<file path="config.mk">
export PLATFORM = sky130hd
export DESIGN_NAME = xorshift_bounded_random
export DESIGN_NICKNAME = d
export VERILOG_FILES = /design/src/rtl/xbr_pkg.sv /design/src/rtl/xbr_gen.sv /design/src/rtl/xbr_div.sv /design/src/rtl/xorshift_bounded_random.sv
export SDC_FILE = /design/constraint.sdc
export NUM_CORES = 1
export LEC_CHECK = 0
export BUFFER_PORTS_ARGS = -buffer_cell sky130_fd_sc_hd__buf_2
export CAP_MARGIN = 10
export CORE_MARGIN = 4
export CORE_UTILIZATION = 62
export DETAILED_ROUTE_END_ITERATION = 8
export PLACE_DENSITY_LB_ADDON = 0.25
export SLEW_MARGIN = 10
export SYNTH_ARGS = -nofsm -noshare
export SYNTH_HDL_FRONTEND = slang
export SYNTH_SLANG_ARGS = --single-unit
</file>
<file path="constraint.sdc">
create_clock -name clk_i -period 8.4 [get_ports clk_i]
set_clock_uncertainty 0.2 [all_clocks]
set_input_delay 0.42 -clock clk_i [delete_from_list [all_inputs] [get_ports clk_i]]
set_output_delay 0.42 -clock clk_i [all_outputs]
set_load 0.05 [all_outputs]
</file>
<file path="src/rtl/xbr_pkg.sv">
// Shared types, constants and the seed mixing function of the bounded random source.
`timescale 1ns / 1ps
package xbr_pkg;

  localparam int WORD_W = 32;
  localparam int CNT_W  = $clog2(WORD_W);

  localparam logic [WORD_W-1:0] DEFAULT_SEED = WORD_W'(123456789);
  localparam logic [WORD_W-1:0] WORD_MAX     = '1;

  // step shifts
  localparam int STEP_SH_X = 15;
  localparam int STEP_SH_W = 21;
  localparam int STEP_SH_T = 4;

  // seed mixing shifts
  localparam int MIX_SH_A = 13;
  localparam int MIX_SH_B = 17;
  localparam int MIX_SH_C = 5;

  typedef enum logic [1:0] {
    KIND_RESEED  = 2'd0,
    KIND_RAW32   = 2'd1,
    KIND_RAW64   = 2'd2,
    KIND_BOUNDED = 2'd3
  } kind_e;

  typedef struct packed {
    logic load;
    logic mix_z;
    logic mix_w;
    logic step;
  } gen_ctrl_t;

  typedef struct packed {
    logic              start;
    logic [WORD_W-1:0] dividend;
    logic [WORD_W-1:0] divisor;
  } div_req_t;

  typedef struct packed {
    logic              done;
    logic [WORD_W-1:0] quotient;
    logic [WORD_W-1:0] remainder;
  } div_rsp_t;

  function automatic logic [WORD_W-1:0] mix_word(input logic [WORD_W-1:0] v);
    logic [WORD_W-1:0] r;
    r = v;
    r = r ^ (r << MIX_SH_A);
    r = r ^ (r >> MIX_SH_B);
    r = r ^ (r << MIX_SH_C);
    return r;
  endfunction

  localparam logic [WORD_W-1:0] RESET_X = DEFAULT_SEED;
  localparam logic [WORD_W-1:0] RESET_Y = mix_word(RESET_X);
  localparam logic [WORD_W-1:0] RESET_Z = mix_word(RESET_Y);
  localparam logic [WORD_W-1:0] RESET_W = mix_word(RESET_Z);

endpackage

</file>
<file path="src/rtl/xbr_gen.sv">
// Xorshift state words with step and reseed logic.
`timescale 1ns / 1ps
module xbr_gen
  import xbr_pkg::*;
(
  input  logic              clk_i,
  input  logic              rst_ni,
  input  gen_ctrl_t         ctrl_i,
  input  logic [WORD_W-1:0] seed_i,
  output logic [WORD_W-1:0] step_o
);

  logic [WORD_W-1:0] x_q, y_q, z_q, w_q;
  logic [WORD_W-1:0] x_d, y_d, z_d, w_d;
  logic [WORD_W-1:0] tx;
  logic [WORD_W-1:0] seed0;

  assign tx     = x_q ^ (x_q << STEP_SH_X);
  assign step_o = (w_q ^ (w_q >> STEP_SH_W)) ^ (tx ^ (tx >> STEP_SH_T));
  assign seed0  = (seed_i == '0) ? DEFAULT_SEED : seed_i;

  always_comb begin
    x_d = x_q;
    y_d = y_q;
    z_d = z_q;
    w_d = w_q;
    if (ctrl_i.load) begin
      x_d = seed0;
      y_d = mix_word(seed0);
    end else if (ctrl_i.mix_z) begin
      z_d = mix_word(y_q);
    end else if (ctrl_i.mix_w) begin
      w_d = mix_word(z_q);
    end else if (ctrl_i.step) begin
      x_d = y_q;
      y_d = z_q;
      z_d = w_q;
      w_d = step_o;
    end
  end

  always_ff @(posedge clk_i or negedge rst_ni) begin
    if (!rst_ni) begin
      x_q <= RESET_X;
      y_q <= RESET_Y;
      z_q <= RESET_Z;
      w_q <= RESET_W;
    end else begin
      x_q <= x_d;
      y_q <= y_d;
      z_q <= z_d;
      w_q <= w_d;
    end
  end

endmodule

</file>
<file path="src/rtl/xbr_div.sv">
// Bit-serial restoring divider, one quotient bit per cycle.
`timescale 1ns / 1ps
module xbr_div
  import xbr_pkg::*;
(
  input  logic     clk_i,
  input  logic     rst_ni,
  input  div_req_t req_i,
  output div_rsp_t rsp_o
);

  localparam logic [CNT_W-1:0] LAST = CNT_W'(WORD_W - 1);

  logic              busy_q, done_q;
  logic [CNT_W-1:0]  cnt_q;
  logic [WORD_W-1:0] quo_q, rem_q, div_q;
  logic [WORD_W:0]   rem_shift;
  logic [WORD_W:0]   diff;
  logic              ge;

  // shift the next dividend bit into the partial remainder
  assign rem_shift = {rem_q, quo_q[WORD_W-1]};
  assign diff      = rem_shift - {1'b0, div_q};
  assign ge        = (rem_shift >= {1'b0, div_q});

  always_ff @(posedge clk_i or negedge rst_ni) begin
    if (!rst_ni) begin
      busy_q <= 1'b0;
      done_q <= 1'b0;
      cnt_q  <= '0;
    end else begin
      done_q <= 1'b0;
      if (req_i.start) begin
        busy_q <= 1'b1;
        cnt_q  <= '0;
      end else if (busy_q) begin
        cnt_q <= cnt_q + 1'b1;
        if (cnt_q == LAST) begin
          busy_q <= 1'b0;
          done_q <= 1'b1;
        end
      end
    end
  end

  always_ff @(posedge clk_i) begin
    if (req_i.start) begin
      quo_q <= req_i.dividend;
      rem_q <= '0;
      div_q <= req_i.divisor;
    end else if (busy_q) begin
      quo_q <= {quo_q[WORD_W-2:0], ge};
      rem_q <= ge ? diff[WORD_W-1:0] : rem_shift[WORD_W-1:0];
    end
  end

  assign rsp_o.done      = done_q;
  assign rsp_o.quotient  = quo_q;
  assign rsp_o.remainder = rem_q;

endmodule

</file>
<file path="src/rtl/xorshift_bounded_random.sv">
// Top level: request sequencer, seed register and result register.
// Bounded draws run the bit-serial divider twice (by the bound, then by the scale), and each
// rejected step draws a fresh word; a zero bound skips the divider and returns zero.
// One request in work at a time; the next is taken the cycle after the result is registered.
// Reset restores the default-seed state and clears the seed register.
`timescale 1ns / 1ps
module xorshift_bounded_random
  import xbr_pkg::*;
(
  input  logic                clk_i,
  input  logic                rst_ni,
  input  logic                in_valid_i,
  output logic                in_stall_o,
  input  logic [1:0]          kind_i,
  input  logic [30:0]         bound_i,
  output logic                out_valid_o,
  input  logic                out_stall_i,
  output logic [2*WORD_W-1:0] value_o,
  input  logic                cfg_valid_i,
  output logic                cfg_ready_o,
  input  logic [WORD_W-1:0]   cfg_data_i
);

  typedef enum logic [2:0] {
    S_IDLE,
    S_MIXZ,
    S_MIXW,
    S_LO,
    S_DIV1,
    S_DRAW,
    S_DIV2,
    S_OUT
  } state_e;

  state_e              state_q;
  logic [WORD_W-1:0]   seed_q;
  logic [WORD_W-1:0]   hi_q;
  logic [WORD_W-1:0]   scale_q;
  logic [WORD_W-1:0]   limit_q;
  logic [2*WORD_W-1:0] res_q;
  logic                out_valid_q;
  logic [2*WORD_W-1:0] value_q;

  gen_ctrl_t         gen_ctrl;
  div_req_t          div_req;
  div_rsp_t          div_rsp;
  logic [WORD_W-1:0] step;
  logic              accept;
  kind_e             kind;
  logic [WORD_W-1:0] bound_w;
  logic              draw_ok;
  logic              out_free;

  assign accept   = in_valid_i && (state_q == S_IDLE);
  assign kind     = kind_e'(kind_i);
  assign bound_w  = {{(WORD_W-31){1'b0}}, bound_i};
  assign draw_ok  = (step < limit_q);
  assign out_free = !out_valid_q || !out_stall_i;

  assign in_stall_o  = (state_q != S_IDLE);
  assign cfg_ready_o = 1'b1;
  assign out_valid_o = out_valid_q;
  assign value_o     = value_q;

  always_comb begin
    gen_ctrl.load  = accept && (kind == KIND_RESEED);
    gen_ctrl.mix_z = (state_q == S_MIXZ);
    gen_ctrl.mix_w = (state_q == S_MIXW);
    gen_ctrl.step  = (accept && (kind == KIND_RAW32 || kind == KIND_RAW64)) ||
                     (state_q == S_LO) || (state_q == S_DRAW);
  end

  always_comb begin
    div_req.start    = 1'b0;
    div_req.dividend = WORD_MAX;
    div_req.divisor  = bound_w;
    if (state_q == S_DRAW) begin
      div_req.start    = draw_ok;
      div_req.dividend = step;
      div_req.divisor  = scale_q;
    end else if (accept && kind == KIND_BOUNDED && bound_i != '0) begin
      div_req.start = 1'b1;
    end
  end

  xbr_gen u_gen (
    .clk_i  (clk_i),
    .rst_ni (rst_ni),
    .ctrl_i (gen_ctrl),
    .seed_i (seed_q),
    .step_o (step)
  );

  xbr_div u_div (
    .clk_i  (clk_i),
    .rst_ni (rst_ni),
    .req_i  (div_req),
    .rsp_o  (div_rsp)
  );

  always_ff @(posedge clk_i or negedge rst_ni) begin
    if (!rst_ni) begin
      seed_q <= '0;
    end else if (cfg_valid_i && cfg_ready_o) begin
      seed_q <= cfg_data_i;
    end
  end

  always_ff @(posedge clk_i or negedge rst_ni) begin
    if (!rst_ni) begin
      state_q     <= S_IDLE;
      out_valid_q <= 1'b0;
    end else begin
      // drop the result once the far side takes it
      if (out_valid_q && !out_stall_i && state_q != S_OUT) begin
        out_valid_q <= 1'b0;
      end
      case (state_q)
        S_IDLE: begin
          if (accept) begin
            case (kind)
              KIND_RESEED: state_q <= S_MIXZ;
              KIND_RAW32:  state_q <= S_OUT;
              KIND_RAW64:  state_q <= S_LO;
              KIND_BOUNDED: begin
                state_q <= (bound_i == '0) ? S_OUT : S_DIV1;
              end
              default:     state_q <= S_OUT;
            endcase
          end
        end
        S_MIXZ: state_q <= S_MIXW;
        S_MIXW: state_q <= S_OUT;
        S_LO:   state_q <= S_OUT;
        S_DIV1: begin
          if (div_rsp.done) begin
            state_q <= S_DRAW;
          end
        end
        S_DRAW: begin
          if (draw_ok) begin
            state_q <= S_DIV2;
          end
        end
        S_DIV2: begin
          if (div_rsp.done) begin
            state_q <= S_OUT;
          end
        end
        S_OUT: begin
          if (out_free) begin
            out_valid_q <= 1'b1;
            state_q     <= S_IDLE;
          end
        end
        default: state_q <= S_IDLE;
      endcase
    end
  end

  always_ff @(posedge clk_i) begin
    if (accept) begin
      hi_q  <= step;
      res_q <= (kind == KIND_RAW32) ? {{WORD_W{1'b0}}, step} : '0;
    end
    if (state_q == S_LO) begin
      res_q <= {hi_q, step};
    end
    // limit is WORD_MAX minus the remainder; the scale divisor is the quotient
    if (state_q == S_DIV1 && div_rsp.done) begin
      scale_q <= div_rsp.quotient;
      limit_q <= WORD_MAX - div_rsp.remainder;
    end
    if (state_q == S_DIV2 && div_rsp.done) begin
      res_q <= {{WORD_W{1'b0}}, div_rsp.quotient};
    end
    if (state_q == S_OUT && out_free) begin
      value_q <= res_q;
    end
  end

endmodule

</file>
==> reports/results.txt, run 1 <==
Layout cells sized above 1: 13.9%
Final Cycle Share: 60.8%
Largest cells by area after synthesis: edfxtp_1 31%, dfrtp_1 12%, xnor2_1 6.9%
Pwr Total: 13.9 mW
Compound-Gate Fraction of Synth Area: 12.7%
GRT Util Overall: 34.3%
CP Cell Sequence: xor2_1 -> xnor2_1 -> xnor2_1 -> inv_1 -> ha_1 -> nand2_1 -> o21ai_0 -> a221oi_1 -> o21ai_0 -> o32a_1 -> nand2_4 -> buf_4 -> o41a_1 -> o31ai_1
Met2 GRT Util: 55.5%
Num rows: 72
First-pass GRT wire length: 114 mm
Post-route ant nets: 0
Global Route met3 Usage: 6.11%
Worst flop-to-flop path endpoint: u_div.rem_q[23]$_SDFFE_PN0P_
Register area share after synthesis: 54.1%
Share of the synthesized area in the top cell type: 31.2%
Core ar.: 38,900 sq um
Setup-failing EPs final: 0
Post-Synth Simple-Gate Area: 12.5%
Final hold violation count: 0
Worst skew pair latency: 610 ps
Antenna diodes: 0
# clock sinks: 491
Final Instance Count excl. Fillers: 3,146
Die Width: 207 um
Final core occ: 71.9%
Top delay family on crit path: compound AO/OA/AOI/OAI gates
Slew headroom: 22.3%
Total gr overflow: 0
GPL Wtd Cong: 1.07
Worst path arrival time: 5360 ps
WP buf/inv: 2
Status: completed
Hold Path Class: in2reg
Synth-to-Final Area Change: 13.7%
Critical Path Fanout Max: 51
Most frequent cell after synthesis: nand2_1
Slowest cell on the critical path: buf_4
Crit path time final: 5110 ps
VDD IR max: 0.000257 V
Post-Syn Area: 24,600 sq um
Largest net degree at the start of global routing: 93
Vias: 19.2k
CP startpoint kind: register
Post-Synthesis Cells: 2,433
Crit Path Class: reg2reg
Reg2reg setup slack: 3290 ps
DIE AREA: 43,000 sq um
Cell variety after synth: 70
Synthesized area per cell: 10.1 sq um
I/O pin total: 137
Multiplexer area fraction after synthesis: 2.04%
Detailed placement HPWL: 54.0 mm
Drt first-iter violations: 2,196
Max Cap Viol: 0
TNS Setup: 0 ps
Post-synth top flop: edfxtp_1
Actual slew at the worst max-slew pin: 1170 ps
CTS Buffer Depth: 3
Post-synth top area cell: edfxtp_1
CTS Buf Count: 49
Reg2reg path depth: 14
Synth top cells by count: 412 x nand2_1, 256 x edfxtp_1, 209 x nor2_1
Critical path depth: 14
Worst Setup EP: u_div.rem_q[23]$_SDFFE_PN0P_
GR peak layer: met2
Endpoint class of the critical path: register
Largest family of logic cells by synthesized area: compound AO/OA/AOI/OAI gates
Vias per cell: 6.10
EDFF count, synth: 256
Htree depth: 2
Buffers on Ports: 135
Pwr per Cell Area: 495 nW/um^2
Placed insts: 2,987
Hold Path Depth: 5
Worst-path clk slew: 60 ps
Synth Area in XOR/XNOR: 10.6%
RSZ-0062 raised after global routing: no
Post-Route WL: 75.2 mm
Vias in the first global route: 19.2k
Required @ worst endpoint: 8660 ps
Initial antenna violation count: 0
CTS tree: yes
Wire per inst: 23.9 um
DRC Markers: 0
Critical Path Start: u_gen.x_q[15]$_DFFE_PN1P_
Max-slew violation count: 0
Maximum clock rate: 0.196 GHz
First-pass iteration count of the detailed router: 6
Reg2reg start: u_gen.x_q[15]$_DFFE_PN1P_
Post-Synth Adder-Cell Area: 3.64%
Die height: 207 um
Nets@finish: 2,728
Seq cells post-synth: 491
Asr flop ratio synth: 34.8%
Critical path's largest stage delay: 650 ps
Met1 usage: 43.1%
Leakage: 11.4 nW
Mapped Nets: 2,574
Initial core utilization: 63.3%
Root Buffer: clkbuf_16
YS warnings: 0
## final cells by class
class / instances / area, sq um
multi-input cells: 1666 / 10300
flip-flops and latches: 491 / 13300
fillers: 2795 / 10900
clock inverters: 20 / 204
inverters: 148 / 556
well taps: 518 / 648
repair buffers: 231 / 1590
clock buffers: 72 / 1370
## layout by cell type (no fill, tap or decap), drive strengths merged, types with 64 or more instances in the layout
cell type	synthesis	routed
inv	148	148
dfrtp	114	114
xor2	104	104
a21oi	159	159
nand2	418	418
nor2	209	209
edfxtp	256	256
clkbuf	106	72
a31oi	65	65
ha	70	70
buf	22	165
dlygate4sd3	0	66
xnor2	195	195
o21ai	133	133
dfxtp	64	64
## logic make-up after synthesis
| kind of cell | after synthesis |
|---|---|
| DFF | 491 |
| xor gates and xnor gates | 299 |
| adders and majority gates | 71 |
| other | 1 |
| AOI/OAI and AO/OA | 501 |
| and+or+nand+nor | 748 |
| muxes | 46 |
| buffers and inverters | 276 |
## repair_timing
action,CTS,global route
hold endpoints to repair,122,0
resized for setup,0,0
setup buffers,0,0
hold buffers,66,0
## report_power, final
part / internal, mW / switching (mW) / leakage [nW]
logic: 2.64 / 4.61 / 5.81
clock network: 1.23 / 0.949 / 0.768
registers: 3.64 / 0.784 / 4.87
total: 7.51 / 6.34 / 11.4
## tightest hold or removal path, stage by stage
cell and delay [ps]:
buf_2 140, a21oi_1 90, nand2b_1 60, a221o_1 130, a21oi_1 60
## per-stage QoR
step | hold WS [ps] | area, sq um | worst slack (ps)
5_1_grt | 187 | 28000 | 2980
3_3_place_gp | 201 | 25700 | 3440
4_1_cts | 112 | 28000 | 3350
6_report | 139 | 28000 | 3290
3_5_place_dp | 205 | 25700 | 3390
2_1_floorplan | -75.6 | 24600 | 2580
## routing by layer
layer  routed length [um]  vias to the layer above
met4                 5790                        0
met2                35400                     1027
met3                 5770                      274
li1                     -                     8661
met5                    0                        -
met1                28200                     9219
## worst min path at each step
| stage | startpoint | endpoint |
|---|---|---|
| 2_1_floorplan | rst_ni | out_valid_o$_DFF_PN0_ |
| 3_5_place_dp | res_q[22]$_DFFE_PP_ | value_o[22]$_DFFE_PP_ |
| 3_3_place_gp | res_q[1]$_DFFE_PP_ | value_o[1]$_DFFE_PP_ |
| 6_report | kind_i[1] | state_q[1]$_DFFE_PN0P_ |
| 5_1_grt | kind_i[1] | state_q[1]$_DFFE_PN0P_ |
| 4_1_cts | kind_i[1] | state_q[1]$_DFFE_PN0P_ |
## sequential cells by signal (all words and copies together), names as in the netlist, 3 cells and up
signal,flops
hi_q,32
limit_q,32
res_q,64
scale_q,32
seed_q,32
state_q,3
u_div.cnt_q,5
u_div.div_q,32
u_div.quo_q,32
u_div.rem_q,32
u_gen.w_q,32
u_gen.x_q,32
u_gen.y_q,32
u_gen.z_q,32
value_o,64
No activity file was read; power rests on OpenSTA's default activity.
==> run 2: changes to the inputs <==
Settings changed: ABC_AREA set to 1.
Clock period 8.4 ns to 4.9 ns, I/O delays scaled along.
==> run 2 against run 1 <==
  * Cell area rose by 2.4%
  * Sequential share of layout area fell by 1.1 points
  * Register-to-register slack got worse by 2600 ps
  * Core utilization rose by 0.19 points
  * Global-route usage rose by 3.3 points
  * Maximum frequency rose by 21%
  * Clock-buffer cell count fell by 8
==> reports/results.txt, run 2 <==
Status: completed (unchanged)
Initial core utilization: 62.8% (was 63.3%)
Fill count: 2,894 (was 2,795)
Total gr overflow: 0 (unchanged)
Vias per cell: 6.01 (was 6.10)
Maximum clock rate: 0.236 GHz (was 0.196 GHz)
Worst path arrival time: 4390 ps (was 5360 ps)
Register area share after synthesis: 53.4% (was 54.1%)
Postcts setup bufs: 0 (unchanged)
Synth top cells by count: 569 x nand2_1, 401 x inv_1, 256 x edfxtp_1 (was 412 x nand2_1, 256 x edfxtp_1, 209 x nor2_1)
Nets@finish: 3,092 (was 2,728)
Endpoint class of the critical path: register (unchanged)
Cell variety after synth: 51 (was 70)
Most frequent cell after synthesis: nand2_1 (unchanged)
YS warnings: 0 (unchanged)
Compound-Gate Fraction of Synth Area: 12.5% (was 12.7%)
Synthesized area per cell: 9.03 sq um (was 10.1 sq um)
Htree depth: 2 (unchanged)
Num rows: 73 (was 72)
Core ar.: 39,700 sq um (was 38,900 sq um)
Largest family of logic cells by synthesized area: simple AND/OR/NAND/NOR gates (was compound AO/OA/AOI/OAI gates)
Worst skew pair latency: 620 ps (was 610 ps)
Seq cells post-synth: 491 (unchanged)
Root Buffer: clkbuf_16 (unchanged)
GPL Wtd Cong: 1.03 (was 1.07)
Die height: 209 um (was 207 um)
Synth Area in XOR/XNOR: 7.09% (was 10.6%)
Multiplexer area fraction after synthesis: 0.0903% (was 2.04%)
First-pass iteration count of the detailed router: 6 (unchanged)
GRT Util Overall: 37.6% (was 34.3%)
CTS tree: yes (unchanged)
Final setup margin: 668 ps (was 3290 ps)
Mapped Nets: 2,902 (was 2,574)
Slew headroom: 20.6% (was 22.3%)
Max Cap Viol: 0 (unchanged)
Reg2reg setup slack: 670 ps (was 3290 ps)
Post-Synth Adder-Cell Area: 3.59% (was 3.64%)
Actual slew at the worst max-slew pin: 1190 ps (was 1170 ps)
# clock sinks: 491 (unchanged)
Post-synth top flop: edfxtp_1 (unchanged)
CP startpoint kind: register (unchanged)
Most common cell after layout, fill and taps aside: nand2_1 (unchanged)
Vias: 21.2k (was 19.2k)
Crit path time final: 4230 ps (was 5110 ps)
DIE AREA: 43,500 sq um (was 43,000 sq um)
TNS Setup: 0 ps (unchanged)
Crit Path Class: reg2reg (unchanged)
Most frequent cells in the layout: 568 x nand2_1, 401 x inv_1, 256 x edfxtp_1, 223 x o21ai_0, 182 x nor2_1 (was 409 x nand2_1, 256 x edfxtp_1, 205 x nor2_1, 195 x xnor2_1, 157 x a21oi_1)
Die Width: 209 um (was 207 um)
Detailed placement HPWL: 61.3 mm (was 54.0 mm)
Wire per inst: 23.9 um (about the same)
Share of the synthesized area in the top cell type: 30.8% (was 31.2%)
Hold Path Class: in2async (was in2reg)
Asr flop ratio synth: 34.8% (unchanged)
Synth-to-Final Area Change: 14.9% (was 13.7%)
CTS Buffer Depth: 3 (unchanged)
Dpl ws: 809 ps (was 3390 ps)
Drt first-iter violations: 2,671 (was 2,196)
CTS Buf Count: 50 (was 49)
Post-synth top area cell: edfxtp_1 (unchanged)
Vias in the first global route: 20.9k (was 19.2k)
Final Cycle Share: 86.4% (was 60.8%)
Post-cts sizing count: 0 (unchanged)
Largest net degree at the start of global routing: 91 (was 93)
I/O pin total: 137 (unchanged)
Post-Route WL: 84.0 mm (was 75.2 mm)
Post-route ant nets: 0 (unchanged)
Layout cells sized above 1: 11.3% (was 13.9%)
Post-Synth Simple-Gate Area: 15.4% (was 12.5%)
Max-slew violation count: 0 (unchanged)
Final core occ: 72.1% (was 71.9%)
Initial antenna violation count: 3 (was 0)
DRC Markers: 0 (unchanged)
Buffers on Ports: 135 (unchanged)
Setup-failing EPs final: 0 (unchanged)
Post-Synthesis Cells: 2,761 (was 2,433)
Cts hold-fix bufs: 66 (unchanged)
Worst-path clk slew: 70 ps (was 60 ps)
Critical Path Fanout Max: 71 (was 51)
EDFF count, synth: 256 (unchanged)
First-pass GRT wire length: 125 mm (was 114 mm)
Final hold violation count: 0 (unchanged)
Largest cells by area after synthesis: edfxtp_1 31%, dfrtp_1 11%, nand2_1 8.6% (was edfxtp_1 31%, dfrtp_1 12%, xnor2_1 6.9%)
RSZ-0062 raised after global routing: no (unchanged)
Post-Syn Area: 24,900 sq um (was 24,600 sq um)
Required @ worst endpoint: 5060 ps (was 8660 ps)
-- run 2: changes by cell type after synthesis, moves of 48 or more --
cell      delta
nand3_1    +120
inv_1      +253
nand2_1    +157
o21ai_0     +94
clkbuf_1    -51
xnor2_1    -101
a31oi_1     -48
-- run 2: worst paths after layout --
| path | start | end | depth (start not counted) |
|---|---|---|---|
| setup / recovery | u_gen.x_q[12]$_DFFE_PN0P_ | u_div.quo_q[0]$_DFFE_PP_ | 14 |
| hold / removal | rst_ni | u_gen.z_q[28]$_DFFE_PN0P_ | 2 |
| setup reg to reg | u_gen.x_q[12]$_DFFE_PN0P_ | u_div.quo_q[0]$_DFFE_PP_ | 14 |
| hold reg to reg | res_q[5]$_DFFE_PP_ | value_o[5]$_DFFE_PP_ | 0 |
| max in group asynchronous | rst_ni | u_div.cnt_q[3]$_DFFE_PN0P_ | 3 |
| min in group clk_i | cfg_valid_i | seed_q[8]$_DFFE_PN0P_ | 3 |
-- run 2: area by class of cell --
class                   count  area, sq um  area share [%]
clock inverters            30          467            1.63
clock buffers              64         1360            4.74
flip-flops and latches    491        13300            46.5
inverters                 409         1540            5.36
diodes                      2         5.00          0.0175
repair buffers            236         1630            5.69
multi-input cells        1763         9690            33.8
well taps                 525          657            2.29
-- run 2: kinds of logic after synthesis --
kind of cell | after synthesis
compound gates | 546
xor+xnor | 202
fa+ha+maj | 71
buf+inv | 507
flops | 491
mux | 2
other cells | 1
simple gates | 941
-- run 2: worst max-delay path, cell delays in order, from the launching register on --
cell and delay, ps:
dfrtp_1 470, xnor2_1 300, xor2_1 200, xor2_1 420, inv_1 350, ha_1 420
nand4_1 130, nor4_1 310, nand2_1 130, nand3_2 70, buf_4 360, nand2_2 130
buf_12 250, nor2_1 130, nor2_1 50
-- run 2: per-stage QoR --
stage	area, sq um	std cells	hold slack (ps)
floorplan	24900	2761	-251
global placement	26200	3358	148
detailed placement	26200	3358	155
CTS	28700	3518	22.5
global route	28700	3518	101
finish	28700	3520	40.9
-- run 2: metal layers --
metal	vias up	share of wire, %	track usage (%)
met1	10000	36	45.7
li1	9528	-	-
met5	-	0.015	0
met2	1312	47	61.3
met4	2	8.5	26.0
met3	312	9.0	6.79
Power of run 2 is left out: the tool's default activity adds up to more than one toggle a clock period on the data nets, which glitch-free logic cannot reach.
